$ cat src/hdl/u8dw_pkg.sv
// Shared types and constants, including the column width ranges, for the UTF-8 width counter.
package u8dw_pkg;

  localparam int CP_BITS  = 21;
  localparam int OUT_BITS = 16;

  localparam logic [CP_BITS-1:0] CP_ZWSP     = 21'h0200B;
  localparam logic [CP_BITS-1:0] CP_COMB_LO  = 21'h00300;
  localparam logic [CP_BITS-1:0] CP_COMB_HI  = 21'h0036F;
  localparam logic [CP_BITS-1:0] CP_HANG_LO  = 21'h01100;
  localparam logic [CP_BITS-1:0] CP_HANG_HI  = 21'h0115F;
  localparam logic [CP_BITS-1:0] CP_CJK_LO   = 21'h02E80;
  localparam logic [CP_BITS-1:0] CP_CJK_HI   = 21'h0A4CF;
  localparam logic [CP_BITS-1:0] CP_HSYL_LO  = 21'h0AC00;
  localparam logic [CP_BITS-1:0] CP_HSYL_HI  = 21'h0D7A3;
  localparam logic [CP_BITS-1:0] CP_CMPT_LO  = 21'h0F900;
  localparam logic [CP_BITS-1:0] CP_CMPT_HI  = 21'h0FAFF;
  localparam logic [CP_BITS-1:0] CP_FULL_LO  = 21'h0FF00;
  localparam logic [CP_BITS-1:0] CP_FULL_HI  = 21'h0FF60;
  localparam logic [CP_BITS-1:0] CP_EMOJI_LO = 21'h1F300;
  localparam logic [CP_BITS-1:0] CP_EMOJI_HI = 21'h1FAFF;
  localparam logic [7:0]         CONT_MASK   = 8'h3F;

  localparam logic [2:0] LEN_NONE = 3'd0;
  localparam logic [2:0] LEN_TWO  = 3'd2;
  localparam logic [2:0] LEN_THREE = 3'd3;
  localparam logic [2:0] LEN_FOUR = 3'd4;

  typedef struct packed {
    logic [7:0] data_byte;
    logic       has_byte;
    logic       end_of_string;
  } u8dw_in_t;

  typedef struct packed {
    logic [OUT_BITS-1:0] total_columns;
    logic                saturated;
  } u8dw_out_t;

  typedef struct packed {
    logic [CP_BITS-1:0] pcp;
    logic [2:0]         expected;
    logic [2:0]         received;
  } u8dw_dec_t;

  typedef struct packed {
    logic               valid;
    logic [CP_BITS-1:0] cp;
  } u8dw_cp_t;

endpackage

$ cat src/hdl/u8dw_width.sv
// Column width (0, 1 or 2) of one finished code point.
module u8dw_width import u8dw_pkg::*; (
  input  u8dw_cp_t   cp_i,
  output logic [1:0] width_o
);

  logic zero_w;
  logic wide_w;

  always_comb begin
    zero_w = (cp_i.cp == CP_ZWSP) || (cp_i.cp >= CP_COMB_LO && cp_i.cp <= CP_COMB_HI);
    wide_w = (cp_i.cp >= CP_HANG_LO  && cp_i.cp <= CP_HANG_HI)
          || (cp_i.cp >= CP_CJK_LO   && cp_i.cp <= CP_CJK_HI)
          || (cp_i.cp >= CP_HSYL_LO  && cp_i.cp <= CP_HSYL_HI)
          || (cp_i.cp >= CP_CMPT_LO  && cp_i.cp <= CP_CMPT_HI)
          || (cp_i.cp >= CP_FULL_LO  && cp_i.cp <= CP_FULL_HI)
          || (cp_i.cp >= CP_EMOJI_LO && cp_i.cp <= CP_EMOJI_HI);
    priority if (!cp_i.valid) begin
      width_o = 2'd0;
    end else if (zero_w) begin
      width_o = 2'd0;
    end else if (wide_w) begin
      width_o = 2'd2;
    end else begin
      width_o = 2'd1;
    end
  end

endmodule

$ cat src/hdl/u8dw_decode.sv
// UTF-8 decode step: next sequence state and up to two finished code points per beat.
module u8dw_decode import u8dw_pkg::*; (
  input  u8dw_dec_t dec_i,
  input  u8dw_in_t  item_i,
  output u8dw_dec_t dec_o,
  output u8dw_cp_t  cp_a_o,
  output u8dw_cp_t  cp_b_o
);

  u8dw_dec_t          after_w;
  logic               pending_w;
  logic               cont_w;
  logic [CP_BITS-1:0] shifted_w;
  logic [2:0]         rcv_inc_w;
  u8dw_cp_t           byte_cp_w;

  always_comb begin
    pending_w = (dec_i.expected != LEN_NONE);
    cont_w    = (item_i.data_byte[7:6] == 2'b10);
    shifted_w = {dec_i.pcp[CP_BITS-7:0], item_i.data_byte[5:0] & CONT_MASK[5:0]};
    rcv_inc_w = dec_i.received + 3'd1;
    after_w   = dec_i;
    cp_a_o    = '0;
    byte_cp_w = '0;

    if (item_i.has_byte) begin
      if (pending_w && cont_w) begin
        if (rcv_inc_w >= dec_i.expected) begin
          cp_a_o  = '{valid: 1'b1, cp: shifted_w};
          after_w = '0;
        end else begin
          after_w = '{pcp: shifted_w, expected: dec_i.expected, received: rcv_inc_w};
        end
      end else begin
        if (pending_w) begin
          cp_a_o = '{valid: 1'b1, cp: dec_i.pcp};
        end
        after_w = '0;
        unique casez (item_i.data_byte)
          8'b0???????: byte_cp_w = '{valid: 1'b1, cp: CP_BITS'(item_i.data_byte)};
          8'b110?????: after_w = '{pcp: CP_BITS'(item_i.data_byte[4:0]),
                                   expected: LEN_TWO, received: 3'd1};
          8'b1110????: after_w = '{pcp: CP_BITS'(item_i.data_byte[3:0]),
                                   expected: LEN_THREE, received: 3'd1};
          8'b11110???: after_w = '{pcp: CP_BITS'(item_i.data_byte[2:0]),
                                   expected: LEN_FOUR, received: 3'd1};
          default:     after_w = '0;
        endcase
      end
    end

    // an ASCII byte leaves nothing pending, so the end flush never collides with it
    cp_b_o = byte_cp_w;
    if (item_i.end_of_string && after_w.expected != LEN_NONE) begin
      cp_b_o = '{valid: 1'b1, cp: after_w.pcp};
    end
    dec_o = item_i.end_of_string ? u8dw_dec_t'('0) : after_w;
  end

endmodule

$ cat src/hdl/utf8_display_width_counter.sv
// Top level: input register, UTF-8 decode, saturating column counter, result register.
//
// Usage:
//   in_valid/in_ready/in_data carry one string byte per beat (has_byte=0 gives an
//   empty beat, end_of_string closes the string). out_valid/out_ready/out_data carry
//   one result per string: the column total, saturated at 2^COUNT_BITS-1 and shown
//   in 16 bits, plus a saturated flag.
//   Throughput: one beat per cycle while no end-of-string beat waits on a stalled result.
//   A byte is registered, then decoded and counted in the next cycle by a single pass
//   of decode and width compare logic feeding a three-input add and clamp; the total
//   of a string that ends is then held in the result register.
//   Stall: while a result waits in the output register, byte beats keep flowing; only
//   an end-of-string beat held in the input register waits, and then in_ready drops.
//   Reset: synchronous, active low; clears the decoder, the counter and both
//   valid flags. No clearing pass is needed, so in_ready is high right after reset.
module utf8_display_width_counter import u8dw_pkg::*; #(
  parameter int COUNT_BITS = 16
) (
  input  logic      clk,
  input  logic      rst_n,
  input  logic      in_valid,
  output logic      in_ready,
  input  u8dw_in_t  in_data,
  output logic      out_valid,
  input  logic      out_ready,
  output u8dw_out_t out_data
);

  localparam logic [COUNT_BITS-1:0] CNT_MAX = {COUNT_BITS{1'b1}};

  logic                s1_valid_r;
  u8dw_in_t            s1_item_r;
  u8dw_dec_t           dec_r;
  u8dw_dec_t           dec_nxt;
  logic [COUNT_BITS-1:0] cnt_r;
  logic [COUNT_BITS-1:0] cnt_nxt;
  logic                ovf_r;
  logic                ovf_nxt;
  logic                out_valid_r;
  u8dw_out_t           out_r;

  u8dw_cp_t            cp_a_w;
  u8dw_cp_t            cp_b_w;
  logic [1:0]          wid_a_w;
  logic [1:0]          wid_b_w;
  logic [COUNT_BITS:0] sum_w;
  logic                sat_w;
  logic                s1_go_w;
  logic                fire_w;

  u8dw_decode u_decode (
    .dec_i  (dec_r),
    .item_i (s1_item_r),
    .dec_o  (dec_nxt),
    .cp_a_o (cp_a_w),
    .cp_b_o (cp_b_w)
  );

  u8dw_width u_width_a (.cp_i(cp_a_w), .width_o(wid_a_w));
  u8dw_width u_width_b (.cp_i(cp_b_w), .width_o(wid_b_w));

  always_comb begin
    s1_go_w  = !s1_item_r.end_of_string || !out_valid_r || out_ready;
    fire_w   = s1_valid_r && s1_go_w;
    in_ready = !s1_valid_r || s1_go_w;
    sum_w    = {1'b0, cnt_r} + (COUNT_BITS+1)'(wid_a_w) + (COUNT_BITS+1)'(wid_b_w);
    sat_w    = (sum_w >= {1'b0, CNT_MAX});
    cnt_nxt  = sat_w ? CNT_MAX : sum_w[COUNT_BITS-1:0];
    ovf_nxt  = ovf_r | sat_w;
  end

  always_ff @(posedge clk) begin
    if (!rst_n) begin
      s1_valid_r  <= 1'b0;
      dec_r       <= '0;
      cnt_r       <= '0;
      ovf_r       <= 1'b0;
      out_valid_r <= 1'b0;
    end else begin
      if (in_ready) begin
        s1_valid_r <= in_valid;
      end
      if (fire_w) begin
        dec_r <= dec_nxt;
        if (s1_item_r.end_of_string) begin
          cnt_r <= '0;
          ovf_r <= 1'b0;
        end else begin
          cnt_r <= cnt_nxt;
          ovf_r <= ovf_nxt;
        end
      end
      if (fire_w && s1_item_r.end_of_string) begin
        out_valid_r <= 1'b1;
      end else if (out_ready) begin
        out_valid_r <= 1'b0;
      end
    end
  end

  always_ff @(posedge clk) begin
    if (in_ready && in_valid) begin
      s1_item_r <= in_data;
    end
    if (fire_w && s1_item_r.end_of_string) begin
      out_r <= '{total_columns: OUT_BITS'(cnt_nxt), saturated: ovf_nxt};
    end
  end

  assign out_valid = out_valid_r;
  assign out_data  = out_r;

endmodule

$ cat config.mk
export PLATFORM = sky130hd
export DESIGN_NAME = utf8_display_width_counter
export DESIGN_NICKNAME = d
export VERILOG_FILES = /design/src/hdl/u8dw_pkg.sv /design/src/hdl/u8dw_width.sv /design/src/hdl/u8dw_decode.sv /design/src/hdl/utf8_display_width_counter.sv
export SDC_FILE = /design/constraint.sdc
export NUM_CORES = 1
export LEC_CHECK = 0
export BUFFER_PORTS_ARGS = -buffer_cell sky130_fd_sc_hd__buf_2
export CAP_MARGIN = 5
export CORE_MARGIN = 2
export CORE_UTILIZATION = 43
export DETAILED_ROUTE_END_ITERATION = 16
export SLEW_MARGIN = 20
export SYNTH_ARGS = -nofsm -noshare
export SYNTH_HDL_FRONTEND = slang
export SYNTH_SLANG_ARGS = --single-unit
$ cat constraint.sdc
create_clock -name clk -period 7 [get_ports clk]
set_input_delay 0.7 -clock clk [delete_from_list [all_inputs] [get_ports clk]]
set_output_delay 0.7 -clock clk [all_outputs]
set_load 0.005 [all_outputs]
==> load_flow_metrics.sql, run 1 <==
INSERT INTO impl_metrics (metric_group, metric, value, unit) VALUES
('place', 'placedInstanceArea', '6390', 'sq um'),
('run_status', 'status', 'finished, final reports clean', ''),
('floorplan', 'die_area', '15000', 'sq um'),
('route', 'detail_route.first_pass.iterations', '6', ''),
('route', 'routed_wl', '21400', 'um'),
('synthesis', 'yosys_most_used_dff', 'dfxtp_1', ''),
('finish', 'fillCellCount', '1368', ''),
('synthesis', 'synth-seq-area-share', '28.8', '%'),
('synthesis', 'synth_simple_gate_area_share', '31.5', '%'),
('route', 'wl_per_cell', '21.9', 'um'),
('clock_network', 'numCtsBuffers', '9', ''),
('clock_network', 'root_buffer_selected_by_cts', 'clkbuf_16', ''),
('global_routing', 'via_count_of_the_first_global_routing_pass', '5974', ''),
('synthesis', 'number_of_storage_elements_in_the_synthesis_netlist', '73', ''),
('finish', 'drive_gt1_share', '15.9', '%'),
('pwr', 'report.power.total', '1.09', 'mW'),
('floorplan', 'io-pin-count', '33', ''),
('finish', 'antenna_cells', '0', ''),
('finish', 'final_util', '49.2', '%'),
('synthesis', 'yosys_warnings', '0', ''),
('place', 'dp_hpwl', '15300', 'um'),
('synthesis', 'synth_net_count', '798', ''),
('clock_network', 'clock_tree_from_tritoncts', 'yes', ''),
('flow_run', 'timing.max_cap.violations', '0', ''),
('clock_network', 'cts_htree_levels', '3', ''),
('sta', 'final_min_period_over_clock_period', '95.1', '%'),
('route', 'drc_errors', '0', ''),
('critical_path', 'worst-r2r-setup-slack', '0.34', 'ns'),
('sta', 'slew_viols_final', '0', ''),
('critical_path', 'critical_path_arrival', '6.94', 'ns'),
('finish', 'area.growth.synth_to_final', '12.6', '%'),
('synthesis', 'synth_compound_gate_area_share', '28.4', '%'),
('global_routing', 'global_route.usage.total', '29.2', '%'),
('global_routing', 'antenna_found_initial', '0', ''),
('route', 'detail_route.vias_per_cell', '6.61', ''),
('floorplan', 'die_width', '122', 'um'),
('clock_network', 'clk_latency', '0.35', 'ns'),
('pwr', 'worst_ir_drop_vdd', '118', 'uV'),
('pwr', 'power_density_relative_to_cell_area', '161', 'nW/um^2'),
('route', 'drtAntennaViolNets', '0', ''),
('finish', 'layout.cell_area.non_filler', '6780', 'sq um'),
('sta', 'slew_headroom', '36.6', '%'),
('clock_network', 'path_clk_slew', '0.06', 'ns'),
('sta', 'report.final.setup_viol', '0', ''),
('clock_network', 'clock_tree.buffer_depth', '2', ''),
('floorplan', 'die_y', '122', 'um'),
('synthesis', 'post_synth_num_cell_types', '86', ''),
('critical_path', 'cp.required', '7.28', 'ns'),
('critical_path', 'setup.worst_path.start_class', 'flip-flop', ''),
('synthesis', 'postSynthCellCount', '775', ''),
('synthesis', 'post_synth_instance_area', '6020', 'sq um'),
('min_path', 'worst_hold_depth', '2', ''),
('critical_path', 'worstPathMaxFanout', '24', ''),
('synthesis', 'synth-async-reset-ratio', '0', '%'),
('finish', 'design.final.nets', '815', ''),
('sta', 'max_freq', '150', 'MHz'),
('floorplan', 'floorplan.core_area', '13800', 'sq um'),
('global_routing', 'maximum_number_of_pins_on_one_net_before_global_route_repair', '51', ''),
('pwr', 'p_leak', '2.39', 'nW'),
('clock_network', 'clkSinkCount', '73', ''),
('floorplan', 'std_cell_rows', '43', ''),
('sta', 'layout_min_cycle_time', '6.66', 'ns'),
('sta', 'finalClockSkew', '0.00819', 'ns'),
('global_routing', 'grt_pass1_wl', '33900', 'um'),
('synthesis', 'post_synth_xor_area_fraction', '2.18', '%'),
('route', 'routed-via-count', '6459', ''),
('place', 'place_ws', '0.0352', 'ns'),
('sta', 'tightestPinTransition', '0.944', 'ns'),
('critical_path', 'worstSetupPathType', 'flip-flop to flip-flop', ''),
('sta', 'final_critical_path_setup_slack', '0.341', 'ns'),
('min_path', 'hold_path_class', 'flip-flop to flip-flop', ''),
('floorplan', 'initial_utilization', '43.7', '%'),
('critical_path', 'reg2regPathDepth', '26', ''),
('synthesis', 'synth_enable_flop_cells', '27', ''),
('critical_path', 'setup.worst_path.end_class', 'flip-flop', ''),
('place', 'weighted_congestion_at_the_end_of_routability_driven_global_placement', '1.00', ''),
('synthesis', 'synthesis.area_per_instance', '7.77', 'sq um'),
('synthesis', 'synth_top_family_by_area', 'simple AND/OR/NAND/NOR gates', ''),
('global_routing', 'grt.overflow.total', '0', ''),
('synthesis', 'synth_fa_ha_area_share', '2.24', '%'),
('route', 'drt_iter0_drc', '875', ''),
('place', 'port_buffers', '32', ''),
('sta', 'final_hold_viol_count', '0', ''),
('synthesis', 'synth.mux.area_fraction', '1.45', '%');
==> metal layers <==
| layer | GRT usage, % | vias up | share of wire (%) |
|---|---|---|---|
| li1 | - | 2982 | - |
| met1 | 39.6 | 3086 | 42 |
| met2 | 46.0 | 332 | 47 |
| met3 | 4.74 | 59 | 7.9 |
| met4 | 12.1 | 0 | 3.4 |
| met5 | 0 | - | 0 |
==> sequential cells by signal (all words and copies together), names as in the netlist <==
name,cells
out_valid,1
s1_item_r,10
ovf_r,1
cnt_r,16
out_data,17
dec_r,27
s1_valid_r,1
==> cells in the mapped netlist, types with 10 or more instances <==
cell	count	area share (%)
nand2_1	75	4.7
nor2_1	47	2.9
dfxtp_1	46	15
nor2b_1	46	4.8
clkbuf_1	44	2.7
o21ai_0	43	3.6
a21oi_1	42	3.5
nand3_1	39	3.2
a22oi_1	34	4.2
a31oi_1	29	3.0
edfxtp_1	27	13
nor3_1	23	1.9
inv_1	20	1.2
nor4_1	16	1.7
nand4_1	14	1.5
buf_2	11	0.91
nand2b_1	11	1.1
and3_1	10	1.0
o31ai_1	10	1.2
==> critical path, cell delays in order, from the launching register on <==
cell	delay (ns)
dfxtp_1	0.34
ha_1	0.34
ha_1	0.23
or3b_4	0.45
a211oi_4	0.27
buf_4	0.18
a21oi_1	0.15
or3_1	0.47
o31ai_1	0.29
o31ai_1	0.14
o2bb2ai_1	0.15
nor4_2	0.26
buf_4	0.18
nor3b_2	0.30
fa_1	0.25
ha_1	0.16
inv_1	0.06
fa_1	0.37
nor2_1	0.23
nand3_1	0.14
buf_4	0.17
xor2_1	0.15
or4_1	0.41
o31a_2	0.48
a31oi_1	0.22
o21ai_0	0.09
nor2_1	0.11
==> report_power, final <==
| part | total, mW | switching (mW) | internal, mW |
|---|---|---|---|
| clock network | 0.526 | 0.198 | 0.328 |
| registers | 0.451 | 0.00625 | 0.445 |
| logic | 0.113 | 0.0766 | 0.0366 |
| total | 1.09 | 0.281 | 0.809 |
==> path summary, 6_finish.rpt <==
| path | startpoint | end |
|---|---|---|
| max | dec_r[0] | cnt_r[5] |
| min | ovf_r | ovf_r |
| max reg2reg | dec_r[0] | cnt_r[5] |
| min reg2reg | ovf_r | ovf_r |
==> through the flow <==
stage | hold WS (ns) | instances | setup TNS [ns]
2_1_floorplan | 0.470 | 775 | 0
3_3_place_gp | 0.477 | 958 | 0
3_5_place_dp | 0.496 | 958 | 0
4_1_cts | 0.503 | 974 | 0
5_1_grt | 0.517 | 977 | -0.0111
6_report | 0.510 | 977 | 0
==> what timing repair did <==
action / 4_1_cts / 5_1_grt
hold endpoints to repair: 0 / 0
buffers inserted: 0 / 3
pin swaps: 0 / 2
resized for setup: 1 / 4
hold buffers: 0 / 0
endpoints found under the setup margin: 8 / 23
==> cell families (layout without fill, tap and decap cells) <==
| group | Yosys count | in the layout |
|---|---|---|
| XOR/XNOR | 15 | 15 |
| adder cells (fa/ha/maj) | 9 | 9 |
| AO/OA/AOI/OAI | 246 | 246 |
| multiplexers | 8 | 8 |
| flip-flops | 73 | 73 |
| buffers and inverters | 81 | 103 |
| AND/OR/NAND/NOR | 343 | 343 |
==> cell usage in the layout, fill, tap and decap left out, types with 6 or more instances in the layout <==
master,count
a21oi_1,42
a22oi_1,34
a31oi_1,28
and2_1,6
and3_1,10
buf_2,32
buf_4,35
clkbuf_16,9
dfxtp_1,46
edfxtp_1,27
ha_1,6
inv_1,20
mux2_2,6
nand2_1,74
nand2b_1,11
nand3_1,39
nand4_1,14
nand4b_1,8
nor2_1,47
nor2b_1,45
nor3_1,23
nor3b_1,9
nor4_1,15
o21ai_0,43
o22ai_1,8
o31ai_1,10
or3_1,6
xnor2_1,8
xor2_1,7
==> area by class of cell <==
class / count / area (sq um) / area share [%]
Multi-Input combinational cell: 621 / 3990 / 58.8
Clock buffer: 10 / 239 / 3.53
Inverter: 20 / 75.1 / 1.11
Tap cell: 180 / 225 / 3.32
Timing Repair Buffer: 67 / 423 / 6.24
Clock inverter: 6 / 97.6 / 1.44
Sequential cell: 73 / 1730 / 25.5
(Power assumes the default switching activity.)
==> run 2, diff against run 1 <==
Settings changed: ABC_AREA set to 1.
==> load_flow_metrics.sql, run 2 <==
INSERT INTO impl_metrics (metric_group, metric, value, unit) VALUES
('finish', 'final_cell_mix', '267 x nand2_1, 108 x nor2_1, 105 x inv_1, 70 x nand3_1, 54 x a21oi_1', ''),
('clock_network', 'post-cts-setup-buffers', '0', ''),
('clock_network', 'clk_latency', '0.33', 'ns'),
('synthesis', 'synth-seq-area-share', '31.0', '%'),
('finish', 'antenna_cells', '0', ''),
('synthesis', 'post_synth_num_cell_types', '44', ''),
('sta', 'finalClockSkew', '0.00690', 'ns'),
('critical_path', 'worstSetupStartpoint', 'dec_r[0]', ''),
('clock_network', 'numCtsBuffers', '9', ''),
('clock_network', 'clock_tree_from_tritoncts', 'yes', ''),
('sta', 'final_critical_path_setup_slack', '0.461', 'ns'),
('floorplan', 'die_width', '118', 'um'),
('floorplan', 'initial_utilization', '44.1', '%'),
('pwr', 'worst_ir_drop_vdd', '173', 'uV'),
('finish', 'area.growth.synth_to_final', '12.4', '%'),
('critical_path', 'r2r-start', 'dec_r[0]', ''),
('sta', 'rsz0062_at_grt', 'no', ''),
('critical_path', 'cp.required', '7.25', 'ns'),
('sta', 'layout_min_cycle_time', '6.54', 'ns'),
('route', 'detail_route.first_pass.iterations', '6', ''),
('finish', 'final_cells', '1091', ''),
('critical_path', 'most_prevalent_standard_cell_on_the_critical_path', 'nand2_1', ''),
('critical_path', 'reg2regPathDepth', '40', ''),
('critical_path', 'crit-reg2reg-capture', 'cnt_r[4]', ''),
('synthesis', 'synth_enable_flop_cells', '27', ''),
('synthesis', 'yosys_warnings', '0', ''),
('critical_path', 'setup.worst_path.end_class', 'flip-flop', ''),
('critical_path', 'critical-path-max-stage-delay', '0.45', 'ns'),
('place', 'dp_hpwl', '12300', 'um'),
('global_routing', 'antenna_found_initial', '0', ''),
('sta', 'report.final.setup_viol', '0', ''),
('global_routing', 'maximum_number_of_pins_on_one_net_before_global_route_repair', '42', ''),
('synthesis', 'postSynthCellCount', '888', ''),
('floorplan', 'floorplan.core_area', '12700', 'sq um'),
('synthesis', 'synth_net_count', '911', ''),
('synthesis', 'synth.most_common_cell', 'nand2_1', ''),
('place', 'weighted_congestion_at_the_end_of_routability_driven_global_placement', '0.974', ''),
('critical_path', 'worst-r2r-setup-slack', '0.46', 'ns'),
('sta', 'slew_headroom', '43.6', '%'),
('critical_path', 'worst_setup_path_endpoint', 'cnt_r[4]', ''),
('global_routing', 'grt_pass1_wl', '26600', 'um'),
('floorplan', 'die_y', '118', 'um'),
('synthesis', 'synthesis.area_per_instance', '6.29', 'sq um'),
('route', 'routed-via-count', '5788', ''),
('synthesis', 'yosys_most_used_dff', 'dfxtp_1', ''),
('sta', 'fin_setup_tns', '0', 'ns'),
('pwr', 'report.power.total', '1.08', 'mW'),
('finish', 'design.final.nets', '937', ''),
('synthesis', 'yosys-top-cells-area', 'nand2_1 18%, dfxtp_1 16%, edfxtp_1 15%, nor2_1 7.7%, inv_1 7.1%', ''),
('place', 'placedInstanceArea', '5880', 'sq um'),
('route', 'wl_per_cell', '15.0', 'um'),
('critical_path', 'setup.worst_path.start_class', 'flip-flop', ''),
('route', 'drtAntennaViolNets', '0', ''),
('place', 'port_buffers', '32', ''),
('finish', 'layout.cell_area.non_filler', '6270', 'sq um'),
('floorplan', 'io-pin-count', '33', ''),
('synthesis', 'netlist.area_leader.share', '18.0', '%'),
('global_routing', 'grt.overflow.total', '0', ''),
('critical_path', 'critical_path_arrival', '6.79', 'ns'),
('floorplan', 'std_cell_rows', '41', ''),
('synthesis', 'synth-async-reset-ratio', '0', '%'),
('clock_network', 'path_clk_slew', '0.06', 'ns'),
('global_routing', 'global_route.usage.total', '23.4', '%'),
('route', 'routed_wl', '16300', 'um'),
('critical_path', 'slowest_stage', 'fa_1', ''),
('clock_network', 'root_buffer_selected_by_cts', 'clkbuf_16', ''),
('sta', 'max_freq', '153', 'MHz'),
('finish', 'final_common_cell', 'nand2_1', ''),
('place', 'place_ws', '0.337', 'ns'),
('clock_network', 'clkSinkCount', '73', ''),
('run_status', 'status', 'finished, final reports clean', ''),
('min_path', 'hold_path_class', 'flip-flop to flip-flop', ''),
('synthesis', 'post_synth_instance_area', '5580', 'sq um'),
('route', 'detail_route.vias_per_cell', '5.31', ''),
('pwr', 'p_leak', '2.69', 'nW'),
('flow_run', 'timing.max_cap.violations', '0', ''),
('floorplan', 'die_area', '13900', 'sq um'),
('finish', 'fillCellCount', '1389', ''),
('sta', 'final_min_period_over_clock_period', '93.4', '%'),
('synthesis', 'ys_top_cells_by_count', '268 x nand2_1, 114 x nor2_1, 105 x inv_1', ''),
('sta', 'final_hold_viol_count', '0', ''),
('clock_network', 'cts_htree_levels', '3', ''),
('critical_path', 'worstSetupPathType', 'flip-flop to flip-flop', ''),
('place', 'place.detailed.instances', '1075', ''),
('route', 'drc_errors', '0', ''),
('finish', 'regMostFlops', 'dec_r', ''),
('route', 'drt_iter0_drc', '742', ''),
('synthesis', 'synth_area_leader', 'nand2_1', ''),
('finish', 'largest_reg_flops', '27', ''),
('finish', 'drive_gt1_share', '11.4', '%'),
('sta', 'tightestPinTransition', '0.846', 'ns'),
('critical_path', 'worstPathMaxFanout', '22', ''),
('clock_network', 'clock_tree.buffer_depth', '2', ''),
('pwr', 'power_density_relative_to_cell_area', '172', 'nW/um^2'),
('sta', 'slew_viols_final', '0', ''),
('synthesis', 'number_of_storage_elements_in_the_synthesis_netlist', '73', ''),
('global_routing', 'via_count_of_the_first_global_routing_pass', '5440', '');
[run 2: cell count changes after synthesis, sizes merged, moves of 13 or more]
cell and change:
nand2 +199, inv +90, nor2 +81, nor2b -46, a22oi -34, clkbuf -34
nand3 +34, a31oi -26, o21ai -15, nor4 -13
[run 2: routing by layer]
layer  track usage, %  vias up  share of wire (%)
met5                0        -                  0
li1                 -     2930                  -
met2             35.8      205                 44
met1             33.2     2624                 48
met3             5.04       29                6.6
met4             6.78        0                1.8
[run 2: cell families after synthesis]
logic type / synth area share, %
buf+inv: 10.8
flops: 31.0
fa+ha+maj: 2.42
xor+xnor: 1.88
simple gates: 41.8
compound gates: 12.1
[run 2: cell type report]
cell class              count  area (sq um)  area share (%)
multi-input cells         670          3300            52.6
flip-flops and latches     73          1730            27.6
inverters                 117           442            7.04
repair buffers             43           246            3.93
clock buffers              10           229            3.65
well taps                 172           215            3.43
clock inverters             6           108            1.72
[run 2: what timing repair did]
action	4_1_cts	5_1_grt
resized for setup	0	14
hold buffers	0	0
endpoints found under the setup margin	0	34
[run 2: how the worst min path moves through the flow]
stage / start / end / slack [ns] / cells after the start
6_report: cnt_r[1] / cnt_r[1] / 0.47 / 2
3_5_place_dp: cnt_r[1] / cnt_r[1] / 0.46 / 2
4_1_cts: cnt_r[1] / cnt_r[1] / 0.47 / 2
5_1_grt: dec_r[1] / dec_r[1] / 0.48 / 2
2_1_floorplan: cnt_r[1] / cnt_r[1] / 0.45 / 2
3_3_place_gp: dec_r[1] / dec_r[1] / 0.46 / 2
[run 2: metrics by stage]
step / utilization, % / hold WS, ns
detailed placement: 46.4 / 0.463
global placement: 46.4 / 0.463
floorplan: - / 0.445
global route: 49.5 / 0.481
finish: 49.5 / 0.468
CTS: 49.0 / 0.472
[run 2: worst max-delay path: cells and delay by family, from the launching register on]
kind	cells	cell delay, ns
AOI/OAI and AO/OA	3	0.51
buffers and inverters	8	0.83
and+or+nand+nor	22	2.89
xor gates and xnor gates	2	0.37
adders and majority gates	5	1.45
DFF	1	0.37
[run 2: power breakdown]
group	internal, mW	switching [mW]	leakage (nW)	total (mW)
clock network	0.347	0.177	0.164	0.524
registers	0.446	0.00803	0.649	0.455
logic	0.0273	0.0712	1.88	0.0985
